### src/rtl/kne_pkg.sv
// ----------------------------------------------------------------------------
// kne_pkg
// shared types, constants and the twiddle table of the ntt engine
// ----------------------------------------------------------------------------
`default_nettype none

package kne_pkg;

  localparam int CoeffCount = 256;
  localparam int AddrW      = $clog2(CoeffCount);
  localparam int CoeffW     = 16;

  localparam logic [1:0] CMD_WRITE = 2'd0;
  localparam logic [1:0] CMD_RUN   = 2'd1;
  localparam logic [1:0] CMD_READ  = 2'd2;

  localparam logic signed [15:0] Q_MOD     = 16'sd3329;
  localparam logic signed [15:0] Q_INV_NEG = -16'sd3327;
  localparam logic signed [15:0] INV_SCALE = 16'sd1441;
  localparam logic signed [15:0] BARRETT_V = 16'sd20159;
  localparam logic signed [32:0] BARRETT_ROUND = 33'sd33554432;

  typedef struct packed {
    logic adv;
    logic inv;
    logic scale;
  } bfly_ctrl_t;

  function automatic logic signed [15:0] zeta(input logic [6:0] k);
    logic signed [15:0] z;
    unique case (k)
      7'd0: z = -16'sd1044;   7'd1: z = -16'sd758;    7'd2: z = -16'sd359;
      7'd3: z = -16'sd1517;   7'd4: z = 16'sd1493;    7'd5: z = 16'sd1422;
      7'd6: z = 16'sd287;     7'd7: z = 16'sd202;     7'd8: z = -16'sd171;
      7'd9: z = 16'sd622;     7'd10: z = 16'sd1577;   7'd11: z = 16'sd182;
      7'd12: z = 16'sd962;    7'd13: z = -16'sd1202;  7'd14: z = -16'sd1474;
      7'd15: z = 16'sd1468;   7'd16: z = 16'sd573;    7'd17: z = -16'sd1325;
      7'd18: z = 16'sd264;    7'd19: z = 16'sd383;    7'd20: z = -16'sd829;
      7'd21: z = 16'sd1458;   7'd22: z = -16'sd1602;  7'd23: z = -16'sd130;
      7'd24: z = -16'sd681;   7'd25: z = 16'sd1017;   7'd26: z = 16'sd732;
      7'd27: z = 16'sd608;    7'd28: z = -16'sd1542;  7'd29: z = 16'sd411;
      7'd30: z = -16'sd205;   7'd31: z = -16'sd1571;  7'd32: z = 16'sd1223;
      7'd33: z = 16'sd652;    7'd34: z = -16'sd552;   7'd35: z = 16'sd1015;
      7'd36: z = -16'sd1293;  7'd37: z = 16'sd1491;   7'd38: z = -16'sd282;
      7'd39: z = -16'sd1544;  7'd40: z = 16'sd516;    7'd41: z = -16'sd8;
      7'd42: z = -16'sd320;   7'd43: z = -16'sd666;   7'd44: z = -16'sd1618;
      7'd45: z = -16'sd1162;  7'd46: z = 16'sd126;    7'd47: z = 16'sd1469;
      7'd48: z = -16'sd853;   7'd49: z = -16'sd90;    7'd50: z = -16'sd271;
      7'd51: z = 16'sd830;    7'd52: z = 16'sd107;    7'd53: z = -16'sd1421;
      7'd54: z = -16'sd247;   7'd55: z = -16'sd951;   7'd56: z = -16'sd398;
      7'd57: z = 16'sd961;    7'd58: z = -16'sd1508;  7'd59: z = -16'sd725;
      7'd60: z = 16'sd448;    7'd61: z = -16'sd1065;  7'd62: z = 16'sd677;
      7'd63: z = -16'sd1275;  7'd64: z = -16'sd1103;  7'd65: z = 16'sd430;
      7'd66: z = 16'sd555;    7'd67: z = 16'sd843;    7'd68: z = -16'sd1251;
      7'd69: z = 16'sd871;    7'd70: z = 16'sd1550;   7'd71: z = 16'sd105;
      7'd72: z = 16'sd422;    7'd73: z = 16'sd587;    7'd74: z = 16'sd177;
      7'd75: z = -16'sd235;   7'd76: z = -16'sd291;   7'd77: z = -16'sd460;
      7'd78: z = 16'sd1574;   7'd79: z = 16'sd1653;   7'd80: z = -16'sd246;
      7'd81: z = 16'sd778;    7'd82: z = 16'sd1159;   7'd83: z = -16'sd147;
      7'd84: z = -16'sd777;   7'd85: z = 16'sd1483;   7'd86: z = -16'sd602;
      7'd87: z = 16'sd1119;   7'd88: z = -16'sd1590;  7'd89: z = 16'sd644;
      7'd90: z = -16'sd872;   7'd91: z = 16'sd349;    7'd92: z = 16'sd418;
      7'd93: z = 16'sd329;    7'd94: z = -16'sd156;   7'd95: z = -16'sd75;
      7'd96: z = 16'sd817;    7'd97: z = 16'sd1097;   7'd98: z = 16'sd603;
      7'd99: z = 16'sd610;    7'd100: z = 16'sd1322;  7'd101: z = -16'sd1285;
      7'd102: z = -16'sd1465; 7'd103: z = 16'sd384;   7'd104: z = -16'sd1215;
      7'd105: z = -16'sd136;  7'd106: z = 16'sd1218;  7'd107: z = -16'sd1335;
      7'd108: z = -16'sd874;  7'd109: z = 16'sd220;   7'd110: z = -16'sd1187;
      7'd111: z = -16'sd1659; 7'd112: z = -16'sd1185; 7'd113: z = -16'sd1530;
      7'd114: z = -16'sd1278; 7'd115: z = 16'sd794;   7'd116: z = -16'sd1510;
      7'd117: z = -16'sd854;  7'd118: z = -16'sd870;  7'd119: z = 16'sd478;
      7'd120: z = -16'sd108;  7'd121: z = -16'sd308;  7'd122: z = 16'sd996;
      7'd123: z = 16'sd991;   7'd124: z = 16'sd958;   7'd125: z = -16'sd1460;
      7'd126: z = 16'sd1522;  7'd127: z = 16'sd1628;
      default: z = 16'sd0;
    endcase
    return z;
  endfunction

endpackage

`default_nettype wire

### src/rtl/kne_coeff_mem.sv
// ----------------------------------------------------------------------------
// kne_coeff_mem
// coefficient memory, one write port and two registered read ports
// ----------------------------------------------------------------------------
`default_nettype none

module kne_coeff_mem
  import kne_pkg::*;
#(
  parameter int COEFF_COUNT = CoeffCount
) (
  input  wire                             clk,
  input  wire                             we,
  input  wire [$clog2(COEFF_COUNT)-1:0]   waddr,
  input  wire signed [CoeffW-1:0]         wdata,
  input  wire                             re,
  input  wire [$clog2(COEFF_COUNT)-1:0]   raddr_a,
  input  wire [$clog2(COEFF_COUNT)-1:0]   raddr_b,
  output logic signed [CoeffW-1:0]        rdata_a,
  output logic signed [CoeffW-1:0]        rdata_b
);

  logic signed [CoeffW-1:0] mem [COEFF_COUNT];

  always_ff @(posedge clk) begin
    if (we) begin
      mem[waddr] <= wdata;
    end
  end

  always_ff @(posedge clk) begin
    if (re) begin
      rdata_a <= mem[raddr_a];
      rdata_b <= mem[raddr_b];
    end
  end

endmodule

`default_nettype wire

### config.mk
export PLATFORM = sky130hd
export DESIGN_NAME = kne_coeff_mem
export DESIGN_NICKNAME = d
export VERILOG_FILES = /design/src/rtl/kne_pkg.sv /design/src/rtl/kne_coeff_mem.sv
export SDC_FILE = /design/constraint.sdc
export NUM_CORES = 2
export LEC_CHECK = 0
export BUFFER_PORTS_ARGS = -buffer_cell sky130_fd_sc_hd__buf_4
export CORE_ASPECT_RATIO = 1.1
export CORE_MARGIN = 2
export CORE_UTILIZATION = 58
export CTS_BUF_LIST = sky130_fd_sc_hd__clkbuf_16
export DETAILED_ROUTE_END_ITERATION = 7
export MAX_ROUTING_LAYER = met4
export PLACE_DENSITY = 0.77
export SYNTH_ARGS = -nofsm -noshare
export SYNTH_HDL_FRONTEND = slang
export SYNTH_SLANG_ARGS = --single-unit
export TNS_END_PERCENT = 5
### constraint.sdc
create_clock -name clk -period 2.7 [get_ports clk]
set_clock_uncertainty 0.15 [all_clocks]
set_input_delay 0.27 -clock clk [delete_from_list [all_inputs] [get_ports clk]]
set_output_delay 0.27 -clock clk [all_outputs]
set_load 0.01 [all_outputs]
## After elaboration in Yosys (flattened, before gate mapping)

Memories as Yosys holds them, arrays and structs flattened. A register that Yosys moved wholly into a read port is not among the register bits.
Index checks and enable logic that the tools add are counted.
W data, S select, Z words.

- Bits of input ports: 43
- Bits in registers: 0
- Memories kept: 1
- Output and inout bits: 32
- Bits in writable memories: 4096

- Muxes and demuxes: 2

Memories:

| name | depth | width | read ports | clocked after Yosys merged registers in | wr ports | RTL line | RTL |
|---|---|---|---|---|---|---|---|
| mem | 256 | 16 | 2 | 2 | 1 | kne_coeff_mem.sv:23 | `logic signed [CoeffW-1:0] mem [COEFF_COUNT];` |

Operators with widths:

| operator | number |
|---|---|
| $mux W1 | 2 |

## Logic depth before layout (Yosys ltp)

- Word-level depth: 2
- Mapped depth: 13

## Least setup slack after synthesis

OpenSTA, ideal clock, no wires.

- Path kind: input to register
- From: input port raddr_b[0]
- To: register rdata_b[10] (read register of mem), data pin
- Data arrival time: 2408 ps
- Stages on the path: 8
- Library setup time: 267 ps
- Setup slack: -125 ps
- Cells stage by stage: buf_4 > buf_1 > mux4_2 > mux4_2 > a22oi_1 > nand2_1 > o31ai_1 > nor3_1

RTL lines:

| item | RTL line | RTL |
|---|---|---|
| start, declared | kne_coeff_mem.sv:18 | `input wire [$clog2(COEFF_COUNT)-1:0] raddr_b,` |
| end, declared | kne_coeff_mem.sv:20 | `output logic signed [CoeffW-1:0] rdata_b` |

==> results.md <==
* Grt ovf at 0
* Hold Fails Final Rpt at 0
* Final ANT Viol Nets at 0
* Maxcap violations at 0
* Clk Latency, worst-skew pair at 1.01 ns
* Clk buf depth at 4
* CTS buffer count at 410
* Net count after synthesis at 10,178
* Pleak at 76.50 nW
* Filler instances at 20,057
* Unrepaired setup endpoints after global routing: true
* Final Util at 69.22%
* Row count at 221
* GRT Resource Usage Total at 42.90%
* Initial antenna violation count at 46
* Worst endpoint data arrival time at 3.49 ns
* Global-route wire length before repair at 969,800 um
* Largest area contributor in the netlist: edfxtp_1
* Mapped Cells at 10,135
* Warnings, synthesis at 0
* H-tree levels at 5
* DRT Pass-1 Iters at 7
* Largest net degree at the start of global routing at 109
* Most common cell after layout, fill and taps aside: edfxtp_1
* Final net count at 11,836
* Total Power at 142.4 mW
* DP HPWL at 465,500 um
* Global placement routability congestion at 1.043
* Initial core utilization at 58.27%
* DR WL/cell at 42.43 um
* EDFF count, synth at 4,128
* Async S/R FF share, synth at 0%
* Synth top area cells: edfxtp_1, mux4_2, mux2i_1
* Vias in the first global route at 124,348
* PnR worst setup slack at -0.2286 ns
* First-iteration detailed-routing DRC count at 23,109
* Die Y at 607.3 um
* TritonCTS clock tree: built
* Top FF cell, synth: edfxtp_1
* Pwr dens at 624.5 nW/um^2
* Layout area overhead at 18.79%
* Top cell type's share of synthesized area at 64.59%
* CORE AREA at 329,300 um^2
* Max Fanout on Critical Path at 2
* Average size of a mapped cell at 18.94 um^2
* DRC at 0
* Slew @ Worst Pin at 1.357 ns
* DIE AREA at 335,500 um^2
* Sinks on Clock Net at 4,128
* Clock Root Buffer: clkbuf_16
* I/O Pins at 75
* Vias at 125,449
* DR vias/cell at 7.596
* Endpoint class of the critical path: flop
* Crit path kind: reg2reg
* Endpoints failing setup at 27
* Max Slew Vio Count at 0
* Crit share post-route at 108.5%
* Worst setup SP type: flop
* Hold WC Path Type: in2reg
* Distinct cell type count after synthesis at 58
* Data required time of the worst path at 3.27 ns
* Share of cells above drive strength 1 at 39.09%
* Sequential element share of the synthesized area at 64.59%
* Max IR drop VDD at 0.0006758 V
* Register bit total from synthesis at 4,128
* Pre-CTS setup slack at -1.563 ns
* Failing checks: negative setup slack
* Port bufs at 74
* Max_slew headroom at 8.841%
* Status: finished with violations
* Die X at 552.4 um
* Fmax at 0.3415 GHz
* Commonest cells after routing, fill and taps aside: edfxtp_1, buf_4, mux4_2
* Final setup TNS at -3.485 ns
* Minimum clock period at 2.929 ns
* Routed Wire Length at 700,800 um
* Clock transition at the registers of the reported paths at 0.06 ns
* Mapped cell area at 191,900 um^2
where the power goes:
group	leakage [nW]	internal, mW	switching, mW	total, mW
clock network	6.70	31.6	25.3	56.9
registers	37.1	70.7	0.246	71.0
logic	32.7	5.92	8.63	14.5
path summary, 6_finish.rpt:
check	start	end	slack, ns	cells past startpoint
max	mem[63][13]	rdata_b[13]	-0.23	7
min	waddr[5]	mem[184][10]	0.09	4
max reg2reg	mem[63][13]	rdata_b[13]	-0.23	7
min reg2reg	mem[67][4]	rdata_a[4]	1.02	4
area by class of cell:
| type | count | area (um^2) | share of cell area (%) |
|---|---|---|---|
| Clock buffer | 415 | 10390 | 4.556 |
| Multi-Input combinational cell | 5151 | 65180 | 28.59 |
| Antenna cell | 34 | 85.08 | 0.03732 |
| Tap cell | 4348 | 5440 | 2.386 |
| Sequential cell | 4128 | 124000 | 54.38 |
| Timing Repair Buffer | 2096 | 20170 | 8.846 |
| Inverter | 6 | 40.04 | 0.01756 |
| Clock inverter | 337 | 2714 | 1.190 |
repair_timing:
item	in CTS	in global routing
endpoints found under the hold margin	3020	0
resized for setup	207	63
setup buffers	0	5
endpoints found under the setup margin	31	31
pin swaps	31	29
hold buffers	25	0
metal layers:
layer  GRT usage (%)  share of wire, %  up-vias  routed length (um)
met2           63.02                46    11441              319300
met1           50.69                31    63998              214300
li1                -                 -    47390                   -
met4           34.12                10        0               71620
met5               -                 0        -                   0
met3           10.95                14     2620               95520
state kept, by name (all words and copies together) (netlist names):
name / cells
rdata_a: 16
mem: 4096
rdata_b: 16
per-stage QoR:
step           std cells  hold WS (ns)  instance area [um^2]
3_5_place_dp       15700        0.5861                213100
6_report           16515       0.08822                228000
3_3_place_gp       15698        0.5725                213100
4_1_cts            16476      0.008571                227600
2_1_floorplan      10135        0.2189                191900
5_1_grt            16507       0.09325                227900
kinds of logic after synthesis:
family          count (synthesis)  share of synthesized area [%]
compound gates               1414                          5.387
flops                        4128                          64.59
simple gates                 1028                          2.423
mux                          2709                          25.14
buf+inv                       856                          2.462
critical path, cell delays in order, from the launching register on:
cell	delay (ns)
edfxtp_1	0.41
mux4_2	0.49
mux4_2	0.53
a22oi_2	0.20
buf_6	0.17
nand2_4	0.06
o31ai_4	0.54
nor3_2	0.07
cells in the mapped netlist, types with 30 or more instances:
master	n
a2111oi_0	38
a21oi_1	210
a221oi_1	48
a22o_1	55
a22oi_1	119
buf_1	102
buf_2	153
buf_4	100
buf_6	92
clkbuf_1	382
edfxtp_1	4128
mux2i_1	1021
mux4_2	1688
nand2_1	257
nand3_1	83
nand4_1	30
nor2_1	355
nor3_1	185
nor4_1	38
o211ai_1	59
o21ai_0	74
o221ai_1	418
o22ai_1	281
(Power assumes the default switching activity.)
