`src/rtl/kne_pkg.sv`:
```
// ----------------------------------------------------------------------------
// kne_pkg
// shared types, constants and the twiddle table of the ntt engine
// ----------------------------------------------------------------------------
`default_nettype none

package kne_pkg;

  localparam int CoeffCount = 256;
  localparam int AddrW      = $clog2(CoeffCount);
  localparam int CoeffW     = 16;

  localparam logic [1:0] CMD_WRITE = 2'd0;
  localparam logic [1:0] CMD_RUN   = 2'd1;
  localparam logic [1:0] CMD_READ  = 2'd2;

  localparam logic signed [15:0] Q_MOD     = 16'sd3329;
  localparam logic signed [15:0] Q_INV_NEG = -16'sd3327;
  localparam logic signed [15:0] INV_SCALE = 16'sd1441;
  localparam logic signed [15:0] BARRETT_V = 16'sd20159;
  localparam logic signed [32:0] BARRETT_ROUND = 33'sd33554432;

  typedef struct packed {
    logic adv;
    logic inv;
    logic scale;
  } bfly_ctrl_t;

  function automatic logic signed [15:0] zeta(input logic [6:0] k);
    logic signed [15:0] z;
    unique case (k)
      7'd0: z = -16'sd1044;   7'd1: z = -16'sd758;    7'd2: z = -16'sd359;
      7'd3: z = -16'sd1517;   7'd4: z = 16'sd1493;    7'd5: z = 16'sd1422;
      7'd6: z = 16'sd287;     7'd7: z = 16'sd202;     7'd8: z = -16'sd171;
      7'd9: z = 16'sd622;     7'd10: z = 16'sd1577;   7'd11: z = 16'sd182;
      7'd12: z = 16'sd962;    7'd13: z = -16'sd1202;  7'd14: z = -16'sd1474;
      7'd15: z = 16'sd1468;   7'd16: z = 16'sd573;    7'd17: z = -16'sd1325;
      7'd18: z = 16'sd264;    7'd19: z = 16'sd383;    7'd20: z = -16'sd829;
      7'd21: z = 16'sd1458;   7'd22: z = -16'sd1602;  7'd23: z = -16'sd130;
      7'd24: z = -16'sd681;   7'd25: z = 16'sd1017;   7'd26: z = 16'sd732;
      7'd27: z = 16'sd608;    7'd28: z = -16'sd1542;  7'd29: z = 16'sd411;
      7'd30: z = -16'sd205;   7'd31: z = -16'sd1571;  7'd32: z = 16'sd1223;
      7'd33: z = 16'sd652;    7'd34: z = -16'sd552;   7'd35: z = 16'sd1015;
      7'd36: z = -16'sd1293;  7'd37: z = 16'sd1491;   7'd38: z = -16'sd282;
      7'd39: z = -16'sd1544;  7'd40: z = 16'sd516;    7'd41: z = -16'sd8;
      7'd42: z = -16'sd320;   7'd43: z = -16'sd666;   7'd44: z = -16'sd1618;
      7'd45: z = -16'sd1162;  7'd46: z = 16'sd126;    7'd47: z = 16'sd1469;
      7'd48: z = -16'sd853;   7'd49: z = -16'sd90;    7'd50: z = -16'sd271;
      7'd51: z = 16'sd830;    7'd52: z = 16'sd107;    7'd53: z = -16'sd1421;
      7'd54: z = -16'sd247;   7'd55: z = -16'sd951;   7'd56: z = -16'sd398;
      7'd57: z = 16'sd961;    7'd58: z = -16'sd1508;  7'd59: z = -16'sd725;
      7'd60: z = 16'sd448;    7'd61: z = -16'sd1065;  7'd62: z = 16'sd677;
      7'd63: z = -16'sd1275;  7'd64: z = -16'sd1103;  7'd65: z = 16'sd430;
      7'd66: z = 16'sd555;    7'd67: z = 16'sd843;    7'd68: z = -16'sd1251;
      7'd69: z = 16'sd871;    7'd70: z = 16'sd1550;   7'd71: z = 16'sd105;
      7'd72: z = 16'sd422;    7'd73: z = 16'sd587;    7'd74: z = 16'sd177;
      7'd75: z = -16'sd235;   7'd76: z = -16'sd291;   7'd77: z = -16'sd460;
      7'd78: z = 16'sd1574;   7'd79: z = 16'sd1653;   7'd80: z = -16'sd246;
      7'd81: z = 16'sd778;    7'd82: z = 16'sd1159;   7'd83: z = -16'sd147;
      7'd84: z = -16'sd777;   7'd85: z = 16'sd1483;   7'd86: z = -16'sd602;
      7'd87: z = 16'sd1119;   7'd88: z = -16'sd1590;  7'd89: z = 16'sd644;
      7'd90: z = -16'sd872;   7'd91: z = 16'sd349;    7'd92: z = 16'sd418;
      7'd93: z = 16'sd329;    7'd94: z = -16'sd156;   7'd95: z = -16'sd75;
      7'd96: z = 16'sd817;    7'd97: z = 16'sd1097;   7'd98: z = 16'sd603;
      7'd99: z = 16'sd610;    7'd100: z = 16'sd1322;  7'd101: z = -16'sd1285;
      7'd102: z = -16'sd1465; 7'd103: z = 16'sd384;   7'd104: z = -16'sd1215;
      7'd105: z = -16'sd136;  7'd106: z = 16'sd1218;  7'd107: z = -16'sd1335;
      7'd108: z = -16'sd874;  7'd109: z = 16'sd220;   7'd110: z = -16'sd1187;
      7'd111: z = -16'sd1659; 7'd112: z = -16'sd1185; 7'd113: z = -16'sd1530;
      7'd114: z = -16'sd1278; 7'd115: z = 16'sd794;   7'd116: z = -16'sd1510;
      7'd117: z = -16'sd854;  7'd118: z = -16'sd870;  7'd119: z = 16'sd478;
      7'd120: z = -16'sd108;  7'd121: z = -16'sd308;  7'd122: z = 16'sd996;
      7'd123: z = 16'sd991;   7'd124: z = 16'sd958;   7'd125: z = -16'sd1460;
      7'd126: z = 16'sd1522;  7'd127: z = 16'sd1628;
      default: z = 16'sd0;
    endcase
    return z;
  endfunction

endpackage

`default_nettype wire

```
`src/rtl/kne_butterfly.sv`:
```
// ----------------------------------------------------------------------------
// kne_butterfly
// three-stage butterfly datapath: montgomery multiply and barrett reduction
// ----------------------------------------------------------------------------
`default_nettype none

module kne_butterfly
  import kne_pkg::*;
(
  input  wire                       clk,
  input  wire bfly_ctrl_t           ctrl,
  input  wire signed [CoeffW-1:0]   a,
  input  wire signed [CoeffW-1:0]   b,
  input  wire signed [CoeffW-1:0]   z,
  output logic signed [CoeffW-1:0]  lo_res,
  output logic signed [CoeffW-1:0]  hi_res
);

  logic signed [15:0] s1_a, s1_sum;
  logic signed [31:0] s1_prod, s1_bprod;
  logic signed [15:0] s2_a, s2_sum, s2_t16;
  logic signed [31:0] s2_prod;
  logic signed [5:0]  s2_bq;

  logic signed [15:0] diff, sum, oper;
  logic signed [15:0] lo16, mred;
  logic signed [32:0] dval, bsum;
  logic signed [31:0] tq_full;
  logic signed [15:0] tq;

  always_comb begin
    sum  = 16'(a + b);
    diff = 16'(b - a);
    oper = ctrl.scale ? a : (ctrl.inv ? diff : b);
  end

  // stage 1: product and barrett estimate product
  always_ff @(posedge clk) begin
    if (ctrl.adv) begin
      s1_a     <= a;
      s1_sum   <= sum;
      s1_prod  <= z * oper;
      s1_bprod <= BARRETT_V * sum;
    end
  end

  // stage 2: montgomery factor and barrett quotient
  always_comb begin
    lo16 = s1_prod[15:0];
    bsum = 33'(s1_bprod) + BARRETT_ROUND;
  end

  always_ff @(posedge clk) begin
    if (ctrl.adv) begin
      s2_a    <= s1_a;
      s2_sum  <= s1_sum;
      s2_prod <= s1_prod;
      s2_t16  <= 16'(lo16 * Q_INV_NEG);
      s2_bq   <= bsum[31:26];
    end
  end

  // stage 3: reduce and combine
  always_comb begin
    dval    = 33'(s2_prod) - 33'(s2_t16) * 33'(Q_MOD);
    mred    = dval[31:16];
    tq_full = 32'(s2_bq) * 32'(Q_MOD);
    tq      = tq_full[15:0];
  end

  always_ff @(posedge clk) begin
    if (ctrl.adv) begin
      if (ctrl.inv) begin
        lo_res <= 16'(s2_sum - tq);
        hi_res <= mred;
      end else begin
        lo_res <= 16'(s2_a + mred);
        hi_res <= ctrl.scale ? mred : 16'(s2_a - mred);
      end
    end
  end

endmodule

`default_nettype wire
```
`config.mk`:
```
export PLATFORM = sky130hd
export DESIGN_NAME = kne_butterfly
export DESIGN_NICKNAME = d
export VERILOG_FILES = /design/src/rtl/kne_pkg.sv /design/src/rtl/kne_butterfly.sv
export SDC_FILE = /design/constraint.sdc
export NUM_CORES = 2
export LEC_CHECK = 0
export BUFFER_PORTS_ARGS = -buffer_cell sky130_fd_sc_hd__buf_2
export CAP_MARGIN = 20
export CORE_MARGIN = 10
export CORE_UTILIZATION = 55
export DETAILED_ROUTE_END_ITERATION = 12
export PLACE_DENSITY = 0.79
export SYNTH_ARGS = -nofsm -noshare
export SYNTH_HDL_FRONTEND = slang
export SYNTH_SLANG_ARGS = --single-unit
export TNS_END_PERCENT = 50
```
`constraint.sdc`:
```
create_clock -name clk -period 11.8 [get_ports clk]
set_clock_uncertainty 0.05 [all_clocks]
set_input_delay 2.36 -clock clk [delete_from_list [all_inputs] [get_ports clk]]
set_output_delay 2.36 -clock clk [all_outputs]
set_load 0.02 [all_outputs]
```
# --- Word level (Yosys, flattened, before mapping) ---
# Index checks and enable logic that the tools add are counted.
classes:
  n_mul: 5
  n_addsub: 7
  mux: 5
op_table:
  columns: ["operator", "count"]
  rows:
  - ["two-way mux 16 bit", 5]
  - ["subtractor 16 bit", 3]
  - ["adder 16 bit", 2]
  - ["adder 32 x 27 -> 32 bit (second input constant)", 1]
  - ["multiplier 16 x 16 -> 32 bit", 1]
  - ["multiplier 16 x 16 -> 32 bit (first input constant)", 1]
  - ["subtractor 32 x 29 -> 32 bit", 1]
  - ["multiplier 16 x 13 -> 29 bit (second input constant)", 1]
  - ["multiplier 16 x 13 -> 16 bit (second input constant)", 1]
  - ["multiplier 6 x 13 -> 16 bit (second input constant)", 1]
totals:
  inputBits: 52
  output_inout_bits: 32
  word_cells: 28
  ff_bits: 214

# --- Logic depth before layout (Yosys ltp) ---
depth:
  word_depth: 5
  depth_mapped: 36
  depth_no_buf: 34

# --- Worst setup path before layout ---
# OpenSTA, ideal clock, no wires.
synth_path:
  kind: "input to register"
  start: "in b[0]"
  end: "reg s1_prod[30], data pin"
  setup_slack_ns: 1.895
  arrival_ns: 9.597
  t_required_ns: 11.492
  stages: 35
  setup_time_ns: 0.258
  cell_sequence: "inv_1 > ha_1 > inv_1 > fa_1 > a21o_1 > a21oi_1 > o21ai_1 > a31oi_1 > xnor2_1 > nand2_1 > a22oi_1 > clkbuf_1 > nand2_1 > fa_1 > inv_1 > fa_1 > inv_1 > fa_1 > inv_1 > fa_1 > fa_1 > inv_1 > fa_1 > inv_1 > ha_1 > clkbuf_1 > a41oi_1 > o221ai_1 > a2bb2oi_1 > o211ai_1 > a311oi_2 > nor2_1 > o21a_1 > o22ai_1 > xnor2_1"
synth_via:
  elab_chain_len: 4
synth_rtl:
  columns: ["item", "line", "source"]
  rows:
  - ["start, declared", "kne_butterfly.sv:13", "input wire signed [CoeffW-1:0] b,"]
  - ["subtractor 16 bit", "kne_butterfly.sv:33", "diff = 16'(b - a);"]
  - ["two-way mux 16 bit (*) (2 in a row)", "kne_butterfly.sv:34", "oper = ctrl.scale ? a : (ctrl.inv ? diff : b);"]
  - ["multiplier 16 x 16 -> 32 bit (*)", "kne_butterfly.sv:42", "s1_prod <= z * oper;"]
  - ["end signal, assigned", "kne_butterfly.sv:42", null]
  - ["end, declared", "kne_butterfly.sv:20", "logic signed [31:0] s1_prod, s1_bprod;"]
# Every way passes the cells marked *; elsewhere a longest branch is shown, timed or not.
# A chain may end at the register's enable or synchronous reset.

# --- Final worst setup path ---
# Ends and elaborated chain as after synthesis.

==> qor.tcl <==
set qor(vias) 19700
set qor(timing.critical_path.slowest_cell_delay_ns) 0.59
set qor(fill_cell_total_of_the_finished_layout) 4296
set qor(routed_length_per_placed_instance_um) 16.8
set qor(netlist_area_sq_mm) 0.0292
set qor(areaGrowthSynthToFinish_pct) 6.24
set qor(yosys.cell_types.count) 78
set qor(firstDrtPassIters) 5
set qor(grt_setup_unrepaired) {no}
set qor(syn_inst) 2916
set qor(worstSetupPathType) {primary input to flip-flop}
set qor(grt_pass1_vias) 20446
set qor(initial_utilization_pct) 55.5
set qor(maxCapViolations) 0
set qor(worstRegToRegCells) 29
set qor(worst_slew_pin_slew_ns) 1.20
set qor(min_path_type) {flip-flop to flip-flop}
set qor(path_max_fanout) 9
set qor(design.core.area_sq_mm) 0.0526
set qor(setup.worst_path.start_class) {primary input}
set qor(path_buf_inv) 8
set qor(globalRoute.busiestLayer) {met2}
set qor(die_w_um) 250
set qor(yosys_warnings) 0
set qor(worst_skew_pair.late_latency_ns) 0.45
set qor(mostFrequentLayoutCell) {sky130_fd_sc_hd__inv_1}
set qor(synth_top_family_by_area) {adder cells}
set qor(cts_repair_resize_count) 0
set qor(route.detailed.drc) 0
set qor(gr-usage-met2_pct) 32.6
set qor(ys_seq_elements) 181
set qor(worst_hold_path.num_cells) 0
set qor(asyncSetResetFlopFracSynth_pct) 0
set qor(synth.net_count) 3861
set qor(drt_iter0_drc) 1282
set qor(port_buffers) 83
set qor(cp_top_family) {adder cells}
set qor(maximum_number_of_pins_on_one_net_before_global_route_repair) 94
set qor(final_antenna_net_count) 0
set qor(grt_first_pass_wirelength_um) 104000
set qor(final-max-slew-violation-count) 0
set qor(worst_ep_arrival_time_ns) 10.63
set qor(synth-compound-area-share_pct) 7.51
set qor(crit_path_max_delay_cell_type) {sky130_fd_sc_hd__o21ai_1}
set qor(gr-usage-all-layers_pct) 20.4
set qor(design.die.area_sq_mm) 0.0627
set qor(timing.fmax_ghz) 0.0954
set qor(post_synth_xor_area_fraction_pct) 4.41
set qor(final_hold_viol_count) 0
set qor(met1_usage_pct) 27.9
set qor(cts.htree.levels) 4
set qor(cts_made_buffers) 17
set qor(synth-seq-area-share_pct) 18.6
set qor(cts_tree) {done}
set qor(synth.area.mux_share_pct) 0.489
set qor(cp_num_cells) 34
set qor(worst_setup_ep_type) {flip-flop}
set qor(cts_root_buffer) {sky130_fd_sc_hd__clkbuf_16}
set qor(detail_route.wirelength_um) 61700
set qor(postSynth.topFlopCell) {sky130_fd_sc_hd__edfxtp_1}
set qor(post-cts-setup-buffer-count) 0
set qor(gr-total-overflow) 0
set qor(dr_vias_cell) 5.35
set qor(outcome) {completed}
set qor(setup_viol_count_final) 0
set qor(clock_pin_slew_worst_setup_and_hold_paths_ns) 0.07
set qor(period_share_pct) 88.8
set qor(cts_hold_repair.buffers) 0
set qor(synth_edf_count) 181
set qor(post_synth.cell_area_avg_sq_um) 10.0
set qor(routabilityCongestion) 0.909
set qor(ff2ff_setup_slack_ns) 3.94
set qor(synth-adder-area-share_pct) 49.3
set qor(sum_of_negative_setup_slack_ns) 0
set qor(clock_tree.buffer_depth) 2
set qor(layout.cells.most_common_list) {sky130_fd_sc_hd__inv_1, sky130_fd_sc_hd__ha_1, sky130_fd_sc_hd__fa_1, sky130_fd_sc_hd__edfxtp_1, sky130_fd_sc_hd__nand2_1}
set qor(placement_rows) 84
set qor(synthSimpleGateAreaFrac_pct) 9.00
set qor(global_routing_met3_resource_utilization_pct) 4.69
set qor(relSlewSlack_pct) 19.6
set qor(critical_path_required_ns) 11.94
set qor(post-route-min-period_ns) 10.48
set qor(critical_path.most_common_cell) {sky130_fd_sc_hd__fa_1}
set qor(die_h_um) 250
set qor(dpl_hpwl_um) 52100
set qor(ios) 84
set qor(grt_antenna_before_repair) 5
set qor(final_layout_size_suffix_gt1_share_pct) 5.88
set qor(numClockSinks) 181
set qor(design.final.nets) 3926
[flip-flops by register name, indices dropped and copies added (netlist names)]
| name | cells |
|---|---|
| s2_t16 | 16 |
| s1_prod | 32 |
| hi_res | 16 |
| s2_sum | 16 |
| s1_a | 16 |
| s1_sum | 16 |
| s2_prod | 24 |
| s1_bprod | 7 |
| s2_bq | 6 |
| s2_a | 16 |
| lo_res | 16 |
[final cells by class]
class,instances,area (sq um),area share [%]
sequential,181,5440,17.5
timing repair buffer,108,629,2.03
inverter,763,2860,9.24
clock buffer,18,429,1.38
multi-input combinational,1910,20600,66.6
tap,688,861,2.78
clock inverter,14,138,0.444
antenna,2,5.00,0.0161
[cell families after synthesis]
group / Yosys count
buffers and inverters: 825
muxes: 14
adders and majority gates: 893
DFF: 181
AOI/OAI and AO/OA: 333
and+or+nand+nor: 523
xor gates and xnor gates: 147
[Yosys cell counts (all sizes together), types with 11 or more instances]
cell type	instances	area (sq um)
mux2i	12	120
and3	19	119
nor2	67	251
o21ai	76	388
xnor2	108	946
o21a	12	90.1
a21o	27	203
inv	762	2860
or3	14	87.6
nor2b	19	119
a21oi	99	503
nand2	177	664
xor2	39	342
edfxtp	181	5440
nor3	37	230
nand2b	12	75.1
clkbuf	51	191
buf	11	56.3
fa	427	8550
o31ai	12	95.1
ha	466	5830
nand3	49	245
o21bai	20	154
and2	98	613
[per-stage QoR]
| step | setup slack, ns | hold WS (ns) | utilization (%) | std cells | instance area [sq um] |
|---|---|---|---|---|---|
| 2_1_floorplan | 1.89 | 0.350 | - | 2916 | 29200 |
| 3_3_place_gp | 1.18 | 0.351 | 57.8 | 3649 | 30400 |
| 3_5_place_dp | 1.05 | 0.355 | 57.8 | 3649 | 30400 |
| 4_1_cts | 1.49 | 0.366 | 58.9 | 3681 | 31000 |
| 5_1_grt | 0.898 | 0.375 | 59.0 | 3683 | 31000 |
| 6_report | 1.32 | 0.367 | 59.0 | 3684 | 31000 |
[worst paths after layout]
check | startpoint | end
worst max-delay path | b[0] | s1_prod[30]
worst min-delay path | s1_sum[1] | s2_sum[1]
worst max register to register | s2_t16[3] | hi_res[15]
worst min register to register | s1_sum[1] | s2_sum[1]
[routing by layer]
layer  routed length (um)  up-vias
met4                  942        4
li1                     -     9346
met3                 4830       61
met1                27400     9731
met2                28500      558
met5                   31        -
Power is not shown: default switching activity piles up to over one toggle a cycle in this logic, so the estimate is an artifact.
